<file path="src/rtl/core/srs_pkg.sv">
// ----------------------------------------------------------------------------
// srs_pkg
// Shared types, constants and codes of the segment range splitter.
// ----------------------------------------------------------------------------
package srs_pkg;

   localparam int MAX_SEGMENTS = 16;
   localparam int SEG_RUN_CAP  = 16;

   localparam int POS_W  = 48;
   localparam int LEN_W  = 31;
   localparam int CLIP_W = 4;
   localparam int OP_W   = 2;
   localparam int ERR_W  = 2;

   localparam int IDX_W = (MAX_SEGMENTS > 1) ? $clog2(MAX_SEGMENTS) : 1;
   localparam int CNT_W = $clog2(MAX_SEGMENTS + 1);
   localparam int RUN_W = $clog2(SEG_RUN_CAP + 1);

   localparam logic [OP_W-1:0] OP_APPEND = 2'd0;
   localparam logic [OP_W-1:0] OP_MERGE  = 2'd1;
   localparam logic [OP_W-1:0] OP_READ   = 2'd2;

   localparam logic [ERR_W-1:0] ERR_OK       = 2'd0;
   localparam logic [ERR_W-1:0] ERR_FULL     = 2'd1;
   localparam logic [ERR_W-1:0] ERR_OVERFLOW = 2'd2;

   typedef struct packed {
      logic [OP_W-1:0]  opcode;
      logic [POS_W-1:0] push_length;
      logic [POS_W-1:0] request_start;
      logic [LEN_W-1:0] request_length;
   } req_type;

   typedef struct packed {
      logic [CLIP_W-1:0] run_clip;
      logic [POS_W-1:0]  run_start;
      logic [LEN_W-1:0]  run_length;
      logic              run_blank;
      logic [POS_W-1:0]  push_total;
      logic [ERR_W-1:0]  push_error;
      logic              last_item;
   } rsp_type;

   typedef struct packed {
      logic load;
      logic idx_inc;
      logic calc_take;
      logic emit_push;
      logic emit_run;
      logic emit_blank;
   } cmd_type;

   typedef struct packed {
      logic [OP_W-1:0] opcode;
      logic            end_gt_start;
      logic            idx_lt_cnt;
      logic            run_go;
      logic            out_free;
   } status_type;

endpackage

</file>
<file path="src/rtl/core/segment_range_splitter_top.sv">
// ----------------------------------------------------------------------------
// segment_range_splitter_top
// Cumulative segment boundary table with range split into per-segment runs.
// ----------------------------------------------------------------------------
// One word is taken at a time, in the idle cycle that follows the previous
// word. A push passes a table read state, then a calculation state that
// registers its result. A read passes an address and a compare state for each
// boundary up to the first end above the start, then calc and emit states for
// each segment run (at most 16), with a fetch state before each further run,
// and ends by registering the blank run; with no end above the start it goes
// from the scan straight to the blank run. Each step reads the single
// registered port of the boundary table once, and a stall of a held result
// word while another is ready holds the block in its emitting state. Opcode 3
// is accepted and dropped. The table needs no clearing after reset.
module segment_range_splitter_top (
   input  logic             clock,
   input  logic             reset,
   input  logic             req_valid,
   output logic             req_stall,
   input  srs_pkg::req_type req_word,
   output logic             rsp_valid,
   input  logic             rsp_stall,
   output srs_pkg::rsp_type rsp_word
);
   import srs_pkg::*;

   cmd_type    cmd;
   status_type status;

   srs_ctrl u_ctrl (
      .clock     (clock),
      .reset     (reset),
      .req_valid (req_valid),
      .req_stall (req_stall),
      .status    (status),
      .cmd       (cmd)
   );

   srs_dpath u_dpath (
      .clock     (clock),
      .reset     (reset),
      .req_word  (req_word),
      .cmd       (cmd),
      .status    (status),
      .rsp_valid (rsp_valid),
      .rsp_stall (rsp_stall),
      .rsp_word  (rsp_word)
   );

endmodule

</file>
<file path="src/rtl/core/srs_ram.sv">
// ----------------------------------------------------------------------------
// srs_ram
// Generic single write, single read RAM with registered read data.
// ----------------------------------------------------------------------------
module srs_ram #(
   parameter int WIDTH = 48,
   parameter int DEPTH = 16
) (
   input  logic                                        clock,
   input  logic                                        wr_en,
   input  logic [((DEPTH > 1) ? $clog2(DEPTH) : 1)-1:0] wr_addr,
   input  logic [WIDTH-1:0]                            wr_data,
   input  logic [((DEPTH > 1) ? $clog2(DEPTH) : 1)-1:0] rd_addr,
   output logic [WIDTH-1:0]                            rd_data
);

   logic [WIDTH-1:0] mem_ff [DEPTH];
   logic [WIDTH-1:0] rd_data_ff;

   always_ff @(posedge clock) begin
      if (wr_en) begin
         mem_ff[wr_addr] <= wr_data;
      end
      rd_data_ff <= mem_ff[rd_addr];
   end

   assign rd_data = rd_data_ff;

endmodule

</file>
<file path="src/rtl/core/srs_ctrl.sv">
// ----------------------------------------------------------------------------
// srs_ctrl
// Sequencer for push and read words: steps the datapath through table
// lookups, boundary scan, run emission and the closing blank run.
// ----------------------------------------------------------------------------
module srs_ctrl (
   input  logic               clock,
   input  logic               reset,
   input  logic               req_valid,
   output logic               req_stall,
   input  srs_pkg::status_type status,
   output srs_pkg::cmd_type    cmd
);
   import srs_pkg::*;

   typedef enum logic [8:0] {
      ST_IDLE      = 9'b000000001,
      ST_PUSH_RD   = 9'b000000010,
      ST_PUSH_CALC = 9'b000000100,
      ST_SCAN_ADDR = 9'b000001000,
      ST_SCAN_CMP  = 9'b000010000,
      ST_RUN_FETCH = 9'b000100000,
      ST_RUN_CALC  = 9'b001000000,
      ST_RUN_EMIT  = 9'b010000000,
      ST_BLANK     = 9'b100000000
   } state_type;

   state_type state_ff;
   state_type state_in;

   always_comb begin
      state_in = state_ff;
      cmd      = '0;
      case (state_ff)
         ST_IDLE: begin
            if (req_valid) begin
               cmd.load = 1'b1;
               if (status.opcode == OP_APPEND || status.opcode == OP_MERGE) begin
                  state_in = ST_PUSH_RD;
               end else if (status.opcode == OP_READ) begin
                  state_in = ST_SCAN_ADDR;
               end
            end
         end
         ST_PUSH_RD: begin
            state_in = ST_PUSH_CALC;
         end
         ST_PUSH_CALC: begin
            if (status.out_free) begin
               cmd.emit_push = 1'b1;
               state_in      = ST_IDLE;
            end
         end
         ST_SCAN_ADDR: begin
            state_in = status.idx_lt_cnt ? ST_SCAN_CMP : ST_BLANK;
         end
         ST_SCAN_CMP: begin
            if (!status.end_gt_start) begin
               cmd.idx_inc = 1'b1;
               state_in    = ST_SCAN_ADDR;
            end else begin
               state_in = status.run_go ? ST_RUN_CALC : ST_BLANK;
            end
         end
         ST_RUN_FETCH: begin
            state_in = status.run_go ? ST_RUN_CALC : ST_BLANK;
         end
         ST_RUN_CALC: begin
            cmd.calc_take = 1'b1;
            state_in      = ST_RUN_EMIT;
         end
         ST_RUN_EMIT: begin
            if (status.out_free) begin
               cmd.emit_run = 1'b1;
               cmd.idx_inc  = 1'b1;
               state_in     = ST_RUN_FETCH;
            end
         end
         ST_BLANK: begin
            if (status.out_free) begin
               cmd.emit_blank = 1'b1;
               state_in       = ST_IDLE;
            end
         end
         default: begin
            state_in = ST_IDLE;
         end
      endcase
   end

   always_ff @(posedge clock) begin
      if (reset) begin
         state_ff <= ST_IDLE;
      end else begin
         state_ff <= state_in;
      end
   end

   assign req_stall = (state_ff != ST_IDLE);

endmodule

</file>
<file path="src/rtl/core/srs_dpath.sv">
// ----------------------------------------------------------------------------
// srs_dpath
// Boundary table, push arithmetic, run cursor and the result register.
// ----------------------------------------------------------------------------
module srs_dpath (
   input  logic                clock,
   input  logic                reset,
   input  srs_pkg::req_type    req_word,
   input  srs_pkg::cmd_type    cmd,
   output srs_pkg::status_type status,
   output logic                rsp_valid,
   input  logic                rsp_stall,
   output srs_pkg::rsp_type    rsp_word
);
   import srs_pkg::*;

   logic [OP_W-1:0]  op_ff;
   logic [POS_W-1:0] len_ff;
   logic [POS_W-1:0] start_ff,  start_in;
   logic [LEN_W-1:0] remain_ff, remain_in;
   logic [LEN_W-1:0] take_ff,   take_in;
   logic [CNT_W-1:0] idx_ff,    idx_in;
   logic [RUN_W-1:0] runs_ff,   runs_in;
   logic [CNT_W-1:0] seg_cnt_ff, seg_cnt_in;
   logic             rsp_valid_ff, rsp_valid_in;
   rsp_type          rsp_word_ff,  rsp_word_in;

   logic [POS_W-1:0] rd_data;
   logic [POS_W-1:0] base;
   logic [POS_W:0]   sum_wide;
   logic [POS_W-1:0] total;
   logic [POS_W-1:0] avail;
   logic [ERR_W-1:0] err;
   logic             merge_eff;
   logic             table_full;
   logic             wr_en;
   logic [IDX_W-1:0] wr_addr;
   logic             out_free;

   srs_ram #(
      .WIDTH (POS_W),
      .DEPTH (MAX_SEGMENTS)
   ) u_ends (
      .clock   (clock),
      .wr_en   (wr_en),
      .wr_addr (wr_addr),
      .wr_data (total),
      .rd_addr (idx_ff[IDX_W-1:0]),
      .rd_data (rd_data)
   );

   // push: base is the last end, or zero for an empty table
   assign merge_eff  = (op_ff == OP_MERGE) && (seg_cnt_ff != '0);
   assign table_full = !merge_eff && (seg_cnt_ff == CNT_W'(MAX_SEGMENTS));
   assign base       = (seg_cnt_ff == '0) ? '0 : rd_data;
   assign sum_wide   = {1'b0, base} + {1'b0, len_ff};

   always_comb begin
      if (table_full) begin
         total = base;
         err   = ERR_FULL;
      end else if (sum_wide[POS_W]) begin
         total = '1;
         err   = ERR_OVERFLOW;
      end else begin
         total = sum_wide[POS_W-1:0];
         err   = ERR_OK;
      end
   end

   assign wr_en   = cmd.emit_push && !table_full;
   assign wr_addr = merge_eff ? idx_ff[IDX_W-1:0] : seg_cnt_ff[IDX_W-1:0];

   // read: run length is min(remaining, end - start)
   assign avail   = rd_data - start_ff;
   assign take_in = (avail < {{(POS_W-LEN_W){1'b0}}, remain_ff}) ?
                    avail[LEN_W-1:0] : remain_ff;

   assign out_free = !rsp_valid_ff || !rsp_stall;

   always_comb begin
      start_in     = start_ff;
      remain_in    = remain_ff;
      idx_in       = idx_ff;
      runs_in      = runs_ff;
      seg_cnt_in   = seg_cnt_ff;
      rsp_valid_in = rsp_valid_ff && rsp_stall;
      rsp_word_in  = rsp_word_ff;

      if (cmd.load) begin
         start_in  = req_word.request_start;
         remain_in = req_word.request_length;
         runs_in   = '0;
         if (req_word.opcode == OP_READ || seg_cnt_ff == '0) begin
            idx_in = '0;
         end else begin
            idx_in = seg_cnt_ff - CNT_W'(1);
         end
      end

      if (cmd.idx_inc) begin
         idx_in = idx_ff + CNT_W'(1);
      end

      if (cmd.emit_push) begin
         if (wr_en && !merge_eff) begin
            seg_cnt_in = seg_cnt_ff + CNT_W'(1);
         end
         rsp_valid_in           = 1'b1;
         rsp_word_in            = '0;
         rsp_word_in.push_total = total;
         rsp_word_in.push_error = err;
         rsp_word_in.last_item  = 1'b1;
      end

      if (cmd.emit_run) begin
         remain_in              = remain_ff - take_ff;
         start_in               = start_ff + {{(POS_W-LEN_W){1'b0}}, take_ff};
         runs_in                = runs_ff + RUN_W'(1);
         rsp_valid_in           = 1'b1;
         rsp_word_in            = '0;
         rsp_word_in.run_clip   = CLIP_W'(idx_ff);
         rsp_word_in.run_start  = start_ff;
         rsp_word_in.run_length = take_ff;
      end

      if (cmd.emit_blank) begin
         rsp_valid_in           = 1'b1;
         rsp_word_in            = '0;
         rsp_word_in.run_start  = start_ff;
         rsp_word_in.run_length = remain_ff;
         rsp_word_in.run_blank  = 1'b1;
         rsp_word_in.last_item  = 1'b1;
      end
   end

   always_ff @(posedge clock) begin
      if (reset) begin
         seg_cnt_ff   <= '0;
         rsp_valid_ff <= 1'b0;
         runs_ff      <= '0;
      end else begin
         seg_cnt_ff   <= seg_cnt_in;
         rsp_valid_ff <= rsp_valid_in;
         runs_ff      <= runs_in;
      end
   end

   always_ff @(posedge clock) begin
      if (cmd.load) begin
         op_ff  <= req_word.opcode;
         len_ff <= req_word.push_length;
      end
      if (cmd.calc_take) begin
         take_ff <= take_in;
      end
      start_ff    <= start_in;
      remain_ff   <= remain_in;
      idx_ff      <= idx_in;
      rsp_word_ff <= rsp_word_in;
   end

   assign status.opcode       = req_word.opcode;
   assign status.end_gt_start = rd_data > start_ff;
   assign status.idx_lt_cnt   = idx_ff < seg_cnt_ff;
   assign status.run_go       = (remain_ff != '0) && (idx_ff < seg_cnt_ff) &&
                                (runs_ff != RUN_W'(SEG_RUN_CAP));
   assign status.out_free     = out_free;

   assign rsp_valid = rsp_valid_ff;
   assign rsp_word  = rsp_word_ff;

   a_cnt_bound: assert property (@(posedge clock) disable iff (reset)
      seg_cnt_ff <= CNT_W'(MAX_SEGMENTS))
      else $error("segment count above table size");

   a_run_cap: assert property (@(posedge clock) disable iff (reset)
      runs_ff <= RUN_W'(SEG_RUN_CAP))
      else $error("run count above cap");

   a_emit_free: assert property (@(posedge clock) disable iff (reset)
      (cmd.emit_push || cmd.emit_run || cmd.emit_blank) |-> out_free)
      else $error("result emitted over a held word");

   a_take_fits: assert property (@(posedge clock) disable iff (reset)
      cmd.emit_run |-> (take_ff <= remain_ff))
      else $error("run longer than remaining request");

endmodule
</file>
<file path="config.mk">
export PLATFORM = sky130hd
export DESIGN_NAME = segment_range_splitter_top
export DESIGN_NICKNAME = d
export VERILOG_FILES = /design/src/rtl/core/srs_pkg.sv /design/src/rtl/core/segment_range_splitter_top.sv /design/src/rtl/core/srs_ram.sv /design/src/rtl/core/srs_ctrl.sv /design/src/rtl/core/srs_dpath.sv
export SDC_FILE = /design/constraint.sdc
export NUM_CORES = 2
export LEC_CHECK = 0
export BUFFER_PORTS_ARGS = -buffer_cell sky130_fd_sc_hd__buf_2
export CORE_ASPECT_RATIO = 0.5
export CORE_UTILIZATION = 55
export CTS_CLUSTER_DIAMETER = 120
export DETAILED_ROUTE_END_ITERATION = 10
export GPL_ROUTABILITY_DRIVEN = 0
export PLACE_DENSITY_LB_ADDON = 0.3
export SLEW_MARGIN = 20
export SYNTH_ARGS = -nofsm -noshare
export SYNTH_HDL_FRONTEND = slang
export SYNTH_SLANG_ARGS = --single-unit
</file>
<file path="constraint.sdc">
create_clock -name clock -period 6.3 [get_ports clock]
set_input_delay 0.945 -clock clock [delete_from_list [all_inputs] [get_ports clock]]
set_output_delay 0.945 -clock clock [all_outputs]
set_load 0.005 [all_outputs]
</file>
==> results.md <==
- The number of maximum-capacitance violations is 0.
- The power per cell area is 319 mW/mm².
- The count of flip-flops with a built-in enable after synthesis is 1,012.
- The die is 442 µm wide.
- The final count of hold timing violations is 0.
- The first global-routing pass estimated 216,000 µm of wire.
- Of the cells placed in the final design, the portion with a size suffix greater than 1 is 20.4%.
- Pin placement for this block handled 270 I/O pins.
- The starting density of the core is 55.7%.
- The number of standard cells after synthesis is 3,762.
- The register clock-pin slew on the reported worst setup and hold paths is 0.07 ns.
- The path class of the tightest hold or removal check is in2reg.
- The kind of capture point of the worst setup path is a flip-flop.
- After the last flow step, the layout net total stands at 4,359.
- For this run, the slowest stage of the critical path takes 0.43 ns.
- The least setup slack across all paths after layout is 0.439 ns.
- Wires add up to 147,000 µm.
- For this block, the via count after detailed routing is 35,166.
- The final max-slew violation count is 0.
- The clock skew is 0.0723 ns.
- The die covers 0.0982 mm².
- In the routed layout, each cell is associated on average with a via count of 6.53.
- Measured on the finished design, the core utilization comes to 62.4%.
- The worst slack at placement is 0.571 ns.
- The maximum number of pins on one net before global-route repair is 117.
- The number of buffers inserted to repair setup after CTS is 0.
- In this run, synthesis produced a sequential element count of 1,136.
- For this design, the slowest cell found on the critical path is edfxtp_1.
- The HPWL reported at the end of detailed placement is 92,200 µm.
- The number of buffer cells added on primary ports is 269.
- The final critical-path required period is 5.86 ns.
- The total of hold buffers inserted after clock tree synthesis is 0.
- The routed wirelength normalized by instance count is 27.4 µm.
- After global routing the overflow that remains totals 0.
- The sequential-to-total area share from yosys stat is 61.7%.
- Buffers inserted during clock tree synthesis total 97.
- The worst slew slack as a fraction of its limit is 23.3%.
- The final routed DRC violation total is 0.
- The worst-case IR drop observed on VDD is 0.000238 V.
- The final instance area is 0.0597 mm².
- The maximum operating frequency is 171 MHz.
- Ranked by total cell area, the synthesized netlist is headed by edfxtp_1 57%, mux4_2 10%, dfxtp_1 4.7%, ha_1 4.6%, nand2_1 2.0%.
- The core region is 0.0957 mm².
- The standard cell area after detailed placement is 0.0563 mm².
- edfxtp_1 takes more of the synthesized area than any other cell.
- The critical path in this run is classified as reg2reg.
- Counting both buffers and inverters, the worst setup path holds a total of 2.
- The post-synthesis async set-or-reset flop share is 0%.
- The detailed router finished its first iteration with 4,488 violations.
- The overall power of the completed layout is 19.0 mW.
- The per-instance average area after synthesis is 14.2 µm².
- Summed over all cells, the static leakage comes to 21.8 nW.
- Relative to the synthesized area, the layout overhead comes to 12.0%.
- Excluding fillers, the count of instances in the completed layout stands at 5,382.
- The total global routing track utilization is 29.6%.
- From bottom edge to top edge, the die measures 222 µm.
- The number of nets produced by synthesis is 4,095.
- The count of nets left with antenna violations after detail routing is 0.
- The TritonCTS clock tree is built.
- The most instantiated library cell after synthesis is edfxtp_1.
- The number of search-and-repair iterations in the first detailed-routing pass is 6.
- The commonest cells after synthesis are 1,012 x edfxtp_1, 277 x nand2_1, 240 x mux4_2.
- The library cell used as clock root buffer is clkbuf_16.
- The H-tree level count is 3.
- For the pin with the worst max-slew slack, the measured transition is 1.15 ns.
- The worst path uses 93.0% of the clock period.
- The count of endpoints failing setup in the final report is 0.
- Including well taps, the total number of placed cells is 5,198.
- The tree built by TritonCTS fans out to 1,136 sinks.
- Broken down by cell family, the worst path's largest delay share belongs to compound AO/OA/AOI/OAI gates.
- The critical path goes through ha_1 -> fa_1 -> nand2b_1 -> a211o_1 -> nand2_1 -> a21oi_1 -> a21oi_1 -> a41oi_1 -> o21bai_1 -> xor2_1 -> ha_1 -> inv_1 -> o22ai_1 -> a311oi_1 -> o21ai_0 -> nor3_1 -> o2111ai_1 -> a311o_1 -> nor4_2 -> nand4_1 -> nor4_4 -> buf_12 -> mux2_4.
- Adding up every negative setup slack in the final design gives 0 ns.
- Setup repair after global routing left no endpoint under its margin.
- The via count of the first global-routing pass is 34,151.
- After floorplanning, the core was divided into 80 placement rows.
- The total number of yosys warnings is 0.
- In this run the worst path has a maximum fanout of 31.
- Data arrives at the worst endpoint at 6.29 ns.
- The post-cts sizing count is 0.
- The longest clock path from root to sink contains 3 buffers.
- Hold is met by 0.377 ns.
- The cell area after technology mapping is 0.0533 mm².
- At the later pin of the worst-skew pair, clock insertion delay measures 0.74 ns.
- The worst setup path is launched from a flip-flop.
- The data required time of the critical path is 6.73 ns.
- The initial antenna violation count is 10.
- The run finished with clean final reports.
- The share of the synthesized area in the top cell type is 57.0%.
- The predominant post-synthesis flop cell is edfxtp_1.
- After synthesis, the netlist uses 90 different library cells.
## report_power, final
| part | switching (mW) | leakage [nW] | internal [mW] |
|---|---|---|---|
| sequential | 0.385 | 10.2 | 8.62 |
| clock | 2.84 | 1.60 | 3.36 |
| combinational | 2.29 | 9.92 | 1.54 |
## worst paths after layout
path	from	to	slack, ns	cells past startpoint
worst min-delay path	req_word[89]	u_dpath.len_ff[10]	0.38	1
worst max register to register	u_dpath.start_ff[0]	u_dpath.take_ff[4]	0.44	23
worst max-delay path	u_dpath.start_ff[0]	u_dpath.take_ff[4]	0.44	23
worst min register to register	u_dpath.rsp_word[23]	u_dpath.rsp_word[23]	0.46	2
## worst register-to-register path, stage by stage, from the launching register on
cell       delay (ns)
edfxtp_1         0.43
ha_1             0.24
fa_1             0.41
nand2b_1         0.18
a211o_1          0.31
nand2_1          0.08
a21oi_1          0.09
a21oi_1          0.33
a41oi_1          0.23
o21bai_1         0.20
xor2_1           0.19
ha_1             0.27
inv_1            0.06
o22ai_1          0.07
a311oi_1         0.23
o21ai_0          0.16
nor3_1           0.19
o2111ai_1        0.13
a311o_1          0.31
nor4_2           0.26
nand4_1          0.17
nor4_4           0.36
buf_12           0.28
mux2_4           0.37
## cell usage in the layout (no fill, tap or decap), types with 96 or more instances in the layout
cell type,Yosys,routed
a21o_1,96,96
a21oi_1,205,199
buf_2,12,269
clkbuf_16,0,99
dfxtp_1,124,124
edfxtp_1,1012,1012
ha_1,196,196
inv_1,161,160
mux4_2,240,240
nand2_1,277,275
nor2_1,229,211
o21ai_0,205,202
## final cells by class
type	count	area (µm²)
diodes	3	7.51
clock buffers	137	2740
clock inverters	44	544
fillers	6914	36000
inverters	163	613
multi-input cells	2290	19400
flip-flops and latches	1136	32900
well taps	1271	1590
repair buffers	338	1960
## cells by family (layout without fill, tap and decap cells)
family | count (synthesis) | after routing | synth area share (%)
flops | 1136 | 1136 | 61.7
simple gates | 859 | 859 | 7.63
xor+xnor | 156 | 156 | 2.56
fa+ha+maj | 200 | 200 | 4.75
other cells | 0 | 3 | 0
compound gates | 788 | 788 | 9.59
buf+inv | 336 | 682 | 2.45
mux | 287 | 287 | 11.3
## routing by layer
metal  part of all wire, %  track usage (%)
met5                 0.015                0
met4                   3.4             10.0
met3                    11             5.91
met2                    46             45.6
met1                    40             42.3
## state kept, by name, indices dropped and copies added (netlist names)
register	cells
u_dpath.u_ends.mem_ff	768
u_dpath.len_ff	48
u_dpath.idx_ff	5
u_dpath.rsp_valid	1
u_dpath.u_ends.rd_data	48
u_dpath.remain_ff	31
u_dpath.seg_cnt_ff	5
u_dpath.rsp_word	135
u_dpath.start_ff	48
u_dpath.take_ff	31
u_ctrl.state_ff	9
u_dpath.op_ff	2
u_dpath.runs_ff	5
Note: power is estimated with default switching activity, not from simulation.
